File: config.mk
export PLATFORM = sky130hd
export DESIGN_NAME = dma_loop_command_expander
export DESIGN_NICKNAME = d
export VERILOG_FILES = /design/src/rtl/dlce_pkg.sv /design/src/rtl/dlce_ctrl.sv /design/src/rtl/dlce_dp.sv /design/src/rtl/dma_loop_command_expander.sv
export SDC_FILE = /design/constraint.sdc
export NUM_CORES = 1
export LEC_CHECK = 0
export ABC_AREA = 1
export BUFFER_PORTS_ARGS = -buffer_cell sky130_fd_sc_hd__buf_2
export CAP_MARGIN = 20
export CELL_PAD_IN_SITES_DETAIL_PLACEMENT = 0
export CELL_PAD_IN_SITES_GLOBAL_PLACEMENT = 2
export CORE_MARGIN = 5
export CORE_UTILIZATION = 35
export DETAILED_ROUTE_END_ITERATION = 12
export GPL_ROUTABILITY_DRIVEN = 0
export PLACE_DENSITY = 0.95
export REMOVE_ABC_BUFFERS = 1
export SYNTH_ARGS = -nofsm -noshare
export SYNTH_HDL_FRONTEND = slang
export SYNTH_HIERARCHICAL = 1
export SYNTH_SLANG_ARGS = --single-unit
File: constraint.sdc
create_clock -name clk_i -period 9.5 [get_ports clk_i]
set_clock_uncertainty 0.1 [all_clocks]
set_input_delay 0.475 -clock clk_i [delete_from_list [all_inputs] [get_ports clk_i]]
set_output_delay 0.475 -clock clk_i [all_outputs]
set_load 0.02 [all_outputs]
File: src/rtl/dlce_pkg.sv
`timescale 1ns / 1ps
// ----------------------------------------------------------------------------
// dlce_pkg
// Shared widths and controller/datapath interface types for the DMA loop
// command expander.
// ----------------------------------------------------------------------------
package dlce_pkg;

  localparam int unsigned AddrW  = 32;
  localparam int unsigned MaskW  = 32;
  localparam int unsigned ShiftW = 5;
  localparam int unsigned LoopW  = 6;
  localparam int unsigned CountW = 7;

  // controller -> datapath
  typedef struct packed {
    logic load;
    logic advance;
  } dp_cmd_t;

  // datapath -> controller
  typedef struct packed {
    logic last;
  } dp_stat_t;

endpackage

File: src/rtl/dlce_ctrl.sv
`timescale 1ns / 1ps
// ----------------------------------------------------------------------------
// dlce_ctrl
// Sequencer: takes one loop word, then walks the datapath through every
// expanded command until the last one is taken.
// ----------------------------------------------------------------------------
module dlce_ctrl (
  input  logic               clk_i,
  input  logic               rst_ni,
  input  logic               in_valid_i,
  output logic               in_stall_o,
  output logic               out_valid_o,
  input  logic               out_stall_i,
  output dlce_pkg::dp_cmd_t  cmd_o,
  input  dlce_pkg::dp_stat_t stat_i
);

  localparam logic StIdle = 1'b0;
  localparam logic StRun  = 1'b1;

  logic state_q, state_d;

  always_comb begin
    state_d     = state_q;
    cmd_o       = '0;
    in_stall_o  = 1'b0;
    out_valid_o = 1'b0;
    unique case (state_q)
      StIdle: begin
        if (in_valid_i) begin
          cmd_o.load = 1'b1;
          state_d    = StRun;
        end
      end
      StRun: begin
        in_stall_o  = 1'b1;
        out_valid_o = 1'b1;
        if (!out_stall_i) begin
          cmd_o.advance = 1'b1;
          if (stat_i.last) begin
            state_d = StIdle;
          end
        end
      end
      default: state_d = StIdle;
    endcase
  end

  always_ff @(posedge clk_i or negedge rst_ni) begin
    if (!rst_ni) begin
      state_q <= StIdle;
    end else begin
      state_q <= state_d;
    end
  end

endmodule

File: src/rtl/dlce_dp.sv
`timescale 1ns / 1ps
// ----------------------------------------------------------------------------
// dlce_dp
// Loop datapath: holds the current command word, the loop counters and the
// bases, and steps addresses and masks through the nested loops.
// ----------------------------------------------------------------------------
module dlce_dp #(
  parameter int unsigned MAX_COMMANDS = 64,
  parameter int unsigned MASK_WIDTH   = 32
) (
  input  logic                                clk_i,
  input  logic                                rst_ni,
  input  dlce_pkg::dp_cmd_t                   cmd_i,
  output dlce_pkg::dp_stat_t                  stat_o,
  input  logic [dlce_pkg::AddrW-1:0]          base_main_addr_i,
  input  logic [dlce_pkg::AddrW-1:0]          base_local_addr_i,
  input  logic [dlce_pkg::MaskW-1:0]          base_cluster_mask_i,
  input  logic [dlce_pkg::MaskW-1:0]          base_unit_mask_i,
  input  logic [dlce_pkg::AddrW-1:0]          main_step_i,
  input  logic [dlce_pkg::AddrW-1:0]          local_step_i,
  input  logic [dlce_pkg::ShiftW-1:0]         cluster_shift_i,
  input  logic [dlce_pkg::LoopW-1:0]          cluster_passes_i,
  input  logic [dlce_pkg::ShiftW-1:0]         unit_shift_i,
  input  logic [dlce_pkg::LoopW-1:0]          unit_passes_i,
  input  logic [dlce_pkg::LoopW-1:0]          inner_passes_i,
  input  logic [dlce_pkg::CountW-1:0]         total_count_i,
  output logic [dlce_pkg::AddrW-1:0]          out_main_addr_o,
  output logic [dlce_pkg::AddrW-1:0]          out_local_addr_o,
  output logic [dlce_pkg::MaskW-1:0]          out_cluster_mask_o,
  output logic [dlce_pkg::MaskW-1:0]          out_unit_mask_o,
  output logic                                is_last_o
);

  localparam int unsigned NumW = $clog2(MAX_COMMANDS + 1);
  localparam logic [dlce_pkg::CountW-1:0] MaxCnt = dlce_pkg::CountW'(MAX_COMMANDS);

  logic [dlce_pkg::AddrW-1:0]  mm_q, lm_q, base_lm_q, mm_step_q, lm_step_q;
  logic [MASK_WIDTH-1:0]       cl_q, un_q, base_un_q;
  logic [dlce_pkg::ShiftW-1:0] cl_shift_q, un_shift_q;
  logic [dlce_pkg::LoopW-1:0]  cl_len_q, un_len_q, in_len_q;
  logic [dlce_pkg::LoopW-1:0]  c_q, u_q, i_q;
  logic [NumW-1:0]             num_q, limit_q;
  logic [dlce_pkg::CountW-1:0] limit_sat;
  logic                        inner_end, unit_end, cluster_end;

  always_comb begin
    priority if (total_count_i == '0) begin
      limit_sat = dlce_pkg::CountW'(1);
    end else if (total_count_i > MaxCnt) begin
      limit_sat = MaxCnt;
    end else begin
      limit_sat = total_count_i;
    end
  end

  assign inner_end   = (i_q == in_len_q);
  assign unit_end    = (u_q == un_len_q);
  assign cluster_end = (c_q == cl_len_q);

  assign stat_o.last = (num_q == limit_q) || (inner_end && unit_end && cluster_end);

  // loop counters and command index
  always_ff @(posedge clk_i or negedge rst_ni) begin
    if (!rst_ni) begin
      c_q     <= '0;
      u_q     <= '0;
      i_q     <= '0;
      num_q   <= '0;
      limit_q <= '0;
    end else if (cmd_i.load) begin
      c_q     <= '0;
      u_q     <= '0;
      i_q     <= '0;
      num_q   <= NumW'(1);
      limit_q <= NumW'(limit_sat);
    end else if (cmd_i.advance) begin
      num_q <= num_q + NumW'(1);
      if (inner_end) begin
        i_q <= '0;
        if (unit_end) begin
          u_q <= '0;
          c_q <= c_q + dlce_pkg::LoopW'(1);
        end else begin
          u_q <= u_q + dlce_pkg::LoopW'(1);
        end
      end else begin
        i_q <= i_q + dlce_pkg::LoopW'(1);
      end
    end
  end

  // command word and bases
  always_ff @(posedge clk_i) begin
    if (cmd_i.load) begin
      mm_q       <= base_main_addr_i;
      lm_q       <= base_local_addr_i;
      base_lm_q  <= base_local_addr_i;
      mm_step_q  <= main_step_i;
      lm_step_q  <= local_step_i;
      cl_q       <= base_cluster_mask_i[MASK_WIDTH-1:0];
      un_q       <= base_unit_mask_i[MASK_WIDTH-1:0];
      base_un_q  <= base_unit_mask_i[MASK_WIDTH-1:0];
      cl_shift_q <= cluster_shift_i;
      un_shift_q <= unit_shift_i;
      cl_len_q   <= cluster_passes_i;
      un_len_q   <= unit_passes_i;
      in_len_q   <= inner_passes_i;
    end else if (cmd_i.advance) begin
      mm_q <= mm_q + mm_step_q;
      if (inner_end) begin
        lm_q <= base_lm_q;
        if (unit_end) begin
          un_q <= base_un_q;
          cl_q <= cl_q << cl_shift_q;
        end else begin
          un_q <= un_q << un_shift_q;
        end
      end else begin
        lm_q <= lm_q + lm_step_q;
      end
    end
  end

  assign out_main_addr_o    = mm_q;
  assign out_local_addr_o   = lm_q;
  assign out_cluster_mask_o = dlce_pkg::MaskW'(cl_q);
  assign out_unit_mask_o    = dlce_pkg::MaskW'(un_q);
  assign is_last_o          = stat_o.last;

endmodule

File: src/rtl/dma_loop_command_expander.sv
`timescale 1ns / 1ps
// ----------------------------------------------------------------------------
// dma_loop_command_expander
// Expands one loop-encoded DMA word into its individual DMA commands,
// cluster loop outermost, then unit loop, then inner loop.
// ----------------------------------------------------------------------------
// Channel | Direction | Handshake              | Word
// in      | input     | in_valid_i / in_stall_o   | loop command
// out     | output    | out_valid_o / out_stall_i | expanded command + is_last
//
// A word is loaded while idle, then one expanded command per cycle while the
// output is not stalled; a word gives at most MAX_COMMANDS (64) commands.
// The command register in the datapath is the output register; a stall
// simply holds it. A new word is taken in the cycle after the last command
// is taken. Reset returns the sequencer to idle; no clearing pass.
// ----------------------------------------------------------------------------
module dma_loop_command_expander #(
  parameter int unsigned MAX_COMMANDS = 64,
  parameter int unsigned MASK_WIDTH   = 32
) (
  input  logic                               clk_i,
  input  logic                               rst_ni,
  input  logic                               in_valid_i,
  output logic                               in_stall_o,
  input  logic [dlce_pkg::AddrW-1:0]         base_main_addr_i,
  input  logic [dlce_pkg::AddrW-1:0]         base_local_addr_i,
  input  logic [dlce_pkg::MaskW-1:0]         base_cluster_mask_i,
  input  logic [dlce_pkg::MaskW-1:0]         base_unit_mask_i,
  input  logic signed [dlce_pkg::AddrW-1:0]  main_step_i,
  input  logic signed [dlce_pkg::AddrW-1:0]  local_step_i,
  input  logic [dlce_pkg::ShiftW-1:0]        cluster_shift_i,
  input  logic [dlce_pkg::LoopW-1:0]         cluster_passes_i,
  input  logic [dlce_pkg::ShiftW-1:0]        unit_shift_i,
  input  logic [dlce_pkg::LoopW-1:0]         unit_passes_i,
  input  logic [dlce_pkg::LoopW-1:0]         inner_passes_i,
  input  logic [dlce_pkg::CountW-1:0]        total_count_i,
  output logic                               out_valid_o,
  input  logic                               out_stall_i,
  output logic [dlce_pkg::AddrW-1:0]         out_main_addr_o,
  output logic [dlce_pkg::AddrW-1:0]         out_local_addr_o,
  output logic [dlce_pkg::MaskW-1:0]         out_cluster_mask_o,
  output logic [dlce_pkg::MaskW-1:0]         out_unit_mask_o,
  output logic                               is_last_o
);

  dlce_pkg::dp_cmd_t  cmd;
  dlce_pkg::dp_stat_t stat;

  dlce_ctrl u_ctrl (
    .clk_i       (clk_i),
    .rst_ni      (rst_ni),
    .in_valid_i  (in_valid_i),
    .in_stall_o  (in_stall_o),
    .out_valid_o (out_valid_o),
    .out_stall_i (out_stall_i),
    .cmd_o       (cmd),
    .stat_i      (stat)
  );

  dlce_dp #(
    .MAX_COMMANDS (MAX_COMMANDS),
    .MASK_WIDTH   (MASK_WIDTH)
  ) u_dp (
    .clk_i               (clk_i),
    .rst_ni              (rst_ni),
    .cmd_i               (cmd),
    .stat_o              (stat),
    .base_main_addr_i    (base_main_addr_i),
    .base_local_addr_i   (base_local_addr_i),
    .base_cluster_mask_i (base_cluster_mask_i),
    .base_unit_mask_i    (base_unit_mask_i),
    .main_step_i         ($unsigned(main_step_i)),
    .local_step_i        ($unsigned(local_step_i)),
    .cluster_shift_i     (cluster_shift_i),
    .cluster_passes_i    (cluster_passes_i),
    .unit_shift_i        (unit_shift_i),
    .unit_passes_i       (unit_passes_i),
    .inner_passes_i      (inner_passes_i),
    .total_count_i       (total_count_i),
    .out_main_addr_o     (out_main_addr_o),
    .out_local_addr_o    (out_local_addr_o),
    .out_cluster_mask_o  (out_cluster_mask_o),
    .out_unit_mask_o     (out_unit_mask_o),
    .is_last_o           (is_last_o)
  );

`ifndef NO_ASSERTIONS
  // an accepted loop word always produces at least one command next cycle
  a_load_emits : assert property (@(posedge clk_i) disable iff (!rst_ni)
    (in_valid_i && !in_stall_o) |=> out_valid_o)
    else $error("no command after accepted loop word");

  // run ends exactly when the last command is taken
  a_last_ends_run : assert property (@(posedge clk_i) disable iff (!rst_ni)
    (out_valid_o && !out_stall_i && is_last_o) |=> !out_valid_o)
    else $error("commands continue past is_last");

  a_more_after_not_last : assert property (@(posedge clk_i) disable iff (!rst_ni)
    (out_valid_o && !out_stall_i && !is_last_o) |=> out_valid_o)
    else $error("run ended without is_last");

  // no new loop word while a run is in flight
  a_no_overlap : assert property (@(posedge clk_i) disable iff (!rst_ni)
    out_valid_o |-> in_stall_o)
    else $error("loop word accepted during a run");
`endif

endmodule

==> impl_metrics.sql <==
INSERT INTO impl_metrics (metric_group, metric, value, unit) VALUES
('outcome', 'status', 'finished clean', ''),
('cts', 'cts_root_buf', 'clkbuf_16', ''),
('power_and_ir_drop', 'cell_internal_pwr', '3.918', 'mW'),
('sta', 'fin_crit', '4.122', 'ns'),
('drt', 'first_iter_violations', '1408', ''),
('critical_path', 'cp.required', '9.65', 'ns'),
('final_layout', 'total_nets_final', '3368', ''),
('drt', 'antenna_violating_nets_post_route', '0', ''),
('critical_path', 'arrival', '4.27', 'ns'),
('global_route', 'grt_usage', '20.18', '%'),
('place', 'placement.cell_area', '22480', 'um^2'),
('yosys', 'ys_seq_elements', '317', ''),
('global_route', 'grt_antenna_before_repair', '1', ''),
('global_route', 'global_route.overflow_total', '0', ''),
('power_and_ir_drop', 'power.total', '6.828', 'mW'),
('sta', 'relSlewSlack', '32.69', '%'),
('floorplan', 'top_ports', '362', ''),
('critical_path', 'crit_path_max_fanout', '105', ''),
('sta', 'finalHoldWorstSlack', '0.03586', 'ns'),
('power_and_ir_drop', 'comb_power_share', '46.2', '%'),
('place', 'dp_hpwl', '48250', 'um'),
('final_layout', 'layout-area-overhead-vs-synth', '23.90', '%'),
('cts', 'ctsLongestPathBuffers', '3', ''),
('power_and_ir_drop', 'p_leak', '11.65', 'nW'),
('yosys', 'post_synth_inst_count', '2628', ''),
('sta', 'final-hold-violation-count', '0', ''),
('place', 'buffer_ports.inserted', '361', ''),
('sta', 'timing_worst_slew_pin_value', '1.010', 'ns'),
('drt', 'avgViaCountPerCell', '4.907', ''),
('floorplan', 'floorplan.die_area', '62320', 'um^2'),
('final_layout', 'design_area', '24900', 'um^2'),
('global_route', 'grt_pass1_vias', '18871', ''),
('power_and_ir_drop', 'clockPowerShare', '21.6', '%'),
('yosys', 'async_reset_ff_share', '10.41', '%'),
('cts', 'clock_tree.htree_level_count', '2', ''),
('cts', 'cts_tree', 'done', ''),
('yosys', 'synth.lib_cells_used.distinct', '46', ''),
('power_and_ir_drop', 'seq_power_share', '32.2', '%'),
('drt', 'routed_wl', '65170', 'um'),
('sta', 'setup_viol', '0', ''),
('drt', 'first_pass_iters', '5', ''),
('drt', 'routedWlPerCell', '16.92', 'um'),
('sta', 'grt_setup_unrepaired', 'no', ''),
('min_path', 'min-delay-path-class', 'primary input to flip-flop', ''),
('sta', 'fin_crit_sh', '43.38', '%'),
('yosys', 'synth.avg_cell_area', '7.648', 'um^2'),
('floorplan', 'dieWidth', '249.6', 'um'),
('power_and_ir_drop', 'vdd_ir_drop_max', '0.0002489', 'V'),
('yosys', 'synthFlopType', 'edfxtp_1', ''),
('floorplan', 'core_area', '56600', 'um^2'),
('critical_path', 'critical_path_class', 'flip-flop to flip-flop', ''),
('power_and_ir_drop', 'switching_share', '42.63', '%'),
('yosys', 'number_of_synthesized_flops_with_an_enable_pin', '284', ''),
('cts', 'worst_skew_pair.late_latency', '0.55', 'ns'),
('sta', 'maxClockFrequency', '242.6', 'MHz'),
('cts', 'post_cts_buffers', '0', ''),
('floorplan', 'fp-row-count', '87', ''),
('yosys', 'summed_instance_area_of_the_synthesized_netlist', '20100', 'um^2'),
('power_and_ir_drop', 'switching_power', '2.911', 'mW'),
('cts', 'cts-resized-gates', '0', ''),
('power_and_ir_drop', 'power_density', '274.2', 'nW/um^2'),
('floorplan', 'die_y', '249.6', 'um'),
('drt', 'post-route-drc-count', '0', ''),
('sta', 'max_slew_violation_total_from_the_final_report', '0', ''),
('yosys', 'yosysSeqAreaShare', '46.54', '%'),
('cts', 'inserted_clock_buffers', '39', ''),
('critical_path', 'start_kind', 'flip-flop', ''),
('job', 'maxCapViolCount', '0', ''),
('yosys', 'yosys_warnings', '6', ''),
('cts', 'clkSlewWorstSetupHoldPaths', '0.05', 'ns'),
('cts', 'clock_sink_count', '317', ''),
('final_layout', 'antennaDiodeCount', '0', ''),
('final_layout', 'final_layout_size_suffix_gt1_share', '15.28', '%'),
('floorplan', 'initial_utilization', '35.51', '%'),
('global_route', 'maximum_number_of_pins_on_one_net_before_global_route_repair', '106', ''),
('critical_path', 'crit_path_end_kind', 'flip-flop', ''),
('drt', 'routed-via-count', '18903', ''),
('critical_path', 'r2r_slack', '5.38', 'ns'),
('global_route', 'first_pass_grt_wire_length', '103000', 'um');
critical path, cell delays in order, from the launching register on:
cell,delay [ns]
dfrtp_1,0.40
inv_1,0.08
nand2_1,0.14
inv_8,0.46
clkinv_2,0.52
buf_4,0.55
nand2_4,0.42
nand3_2,0.27
inv_1,0.54
buf_16,0.24
cell families after synthesis:
kind of cell	share of synthesized area, %
flops	46.54
mux	0.1992
compound gates	8.261
fa+ha+maj	4.308
xor+xnor	2.048
buf+inv	7.408
simple gates	31.24
synthesized netlist by cell type, types with 5 or more instances:
cell	n	area [um^2]
nand2_1	1012	3799
buf_2	20	100.1
o21ai_0	121	605.6
buf_4	11	82.58
dfrtp_1	33	825.8
buf_1	7	26.28
xor2_1	25	219.0
o211ai_1	14	105.1
xnor2_1	22	192.7
edfxtp_1	284	8528
nand3b_1	5	37.54
buf_6	12	135.1
inv_2	6	22.52
o21ai_2	5	43.79
clkbuf_1	44	165.2
or2_1	11	68.82
ha_1	66	825.8
and2_1	13	81.33
o21bai_1	6	45.04
o21ai_1	37	185.2
or2_2	16	100.1
a21oi_1	108	540.5
nand3_1	224	1121
nand4_1	20	125.1
inv_1	251	942.2
nor3_1	20	100.1
nor2_1	195	732.0
state kept, by name (all words and copies together), names as in the netlist:
register	cells
u_dp/base_un_q	32
u_dp/base_lm_q	32
u_dp/limit_q	7
u_dp/un_len_q	6
u_dp/u_q	6
u_dp/out_unit_mask_o	32
u_dp/cl_shift_q	5
u_dp/c_q	6
u_dp/i_q	6
u_dp/un_shift_q	5
u_dp/num_q	7
u_dp/mm_step_q	32
u_dp/in_len_q	6
u_dp/out_cluster_mask_o	32
u_dp/out_main_addr_o	32
u_dp/lm_step_q	32
u_dp/cl_len_q	6
u_dp/out_local_addr_o	32
u_ctrl/state_q	1
final cells by class:
cell class	count	area, um^2
Clock inverter	16	162.7
Multi-Input combinational cell	1958	9261
Inverter	259	989.7
Fill cell	5780	31700
Sequential cell	317	9354
Tap cell	756	945.9
Clock buffer	52	1067
Timing Repair Buffer	494	3123
layout by cell type, fill, tap and decap left out, types with 13 or more instances in the layout:
cell,netlist,final
buf_4,11,13
inv_1,251,248
xnor2_1,22,22
ha_1,66,66
dlygate4sd3_1,0,119
nand2_1,1012,1012
nor2_1,195,195
clkbuf_16,0,41
xor2_1,25,25
o21ai_0,121,121
nand4_1,20,20
and2_1,13,13
edfxtp_1,284,284
nand3_1,224,223
nor3_1,20,20
a21oi_1,108,108
dfrtp_1,33,33
buf_2,20,361
or2_2,16,16
o21ai_1,37,37
o211ai_1,14,14
repair_timing:
action                                  CTS  global route
endpoints found under the setup margin    0             0
hold endpoints to repair                151             0
hold buffers                            119             0
metal layers:
layer	vias to the layer above	global-route usage [%]	wire (um)
li1	9489	-	-
met1	8744	26.97	29240
met2	578	34.66	30990
met3	92	2.978	3499
met4	0	4.876	1444
met5	-	0	0
power by group through the flow:
stage / logic [mW] / clock network [mW] / registers, mW
after floorplan: 2.03 / 0 / 2.40
after global placement: 3.07 / 0 / 2.22
after detailed placement: 3.11 / 0 / 2.23
after CTS: 3.16 / 1.52 / 2.20
after global routing: 3.58 / 1.58 / 2.23
final: 3.15 / 1.47 / 2.20
worst paths after layout:
path / from / endpoint / cells after the start
setup / recovery: u_ctrl/state_q / u_dp/out_cluster_mask_o[16] / 9
hold / removal: local_step_i[26] / u_dp/lm_step_q[26] / 1
setup reg to reg: u_ctrl/state_q / u_dp/out_cluster_mask_o[16] / 9
hold reg to reg: u_dp/limit_q[1] / u_dp/limit_q[1] / 2
max in group asynchronous: rst_ni / u_dp/u_q[1] / 2
min in group asynchronous: rst_ni / u_ctrl/state_q / 2
per-stage QoR:
stage | TNS, ns | instances | worst slack [ns] | utilization (%)
4_1_cts | 0 | 3852 | 5.338 | 44.00
5_1_grt | 0 | 3852 | 5.040 | 44.00
3_3_place_gp | 0 | 3664 | 5.011 | 39.67
2_1_floorplan | -318.27 | 2534 | -2.495 | -
6_report | 0 | 3852 | 5.378 | 44.00
3_5_place_dp | 0 | 3665 | 5.243 | 39.72
Power figures use the tool's default switching activity.
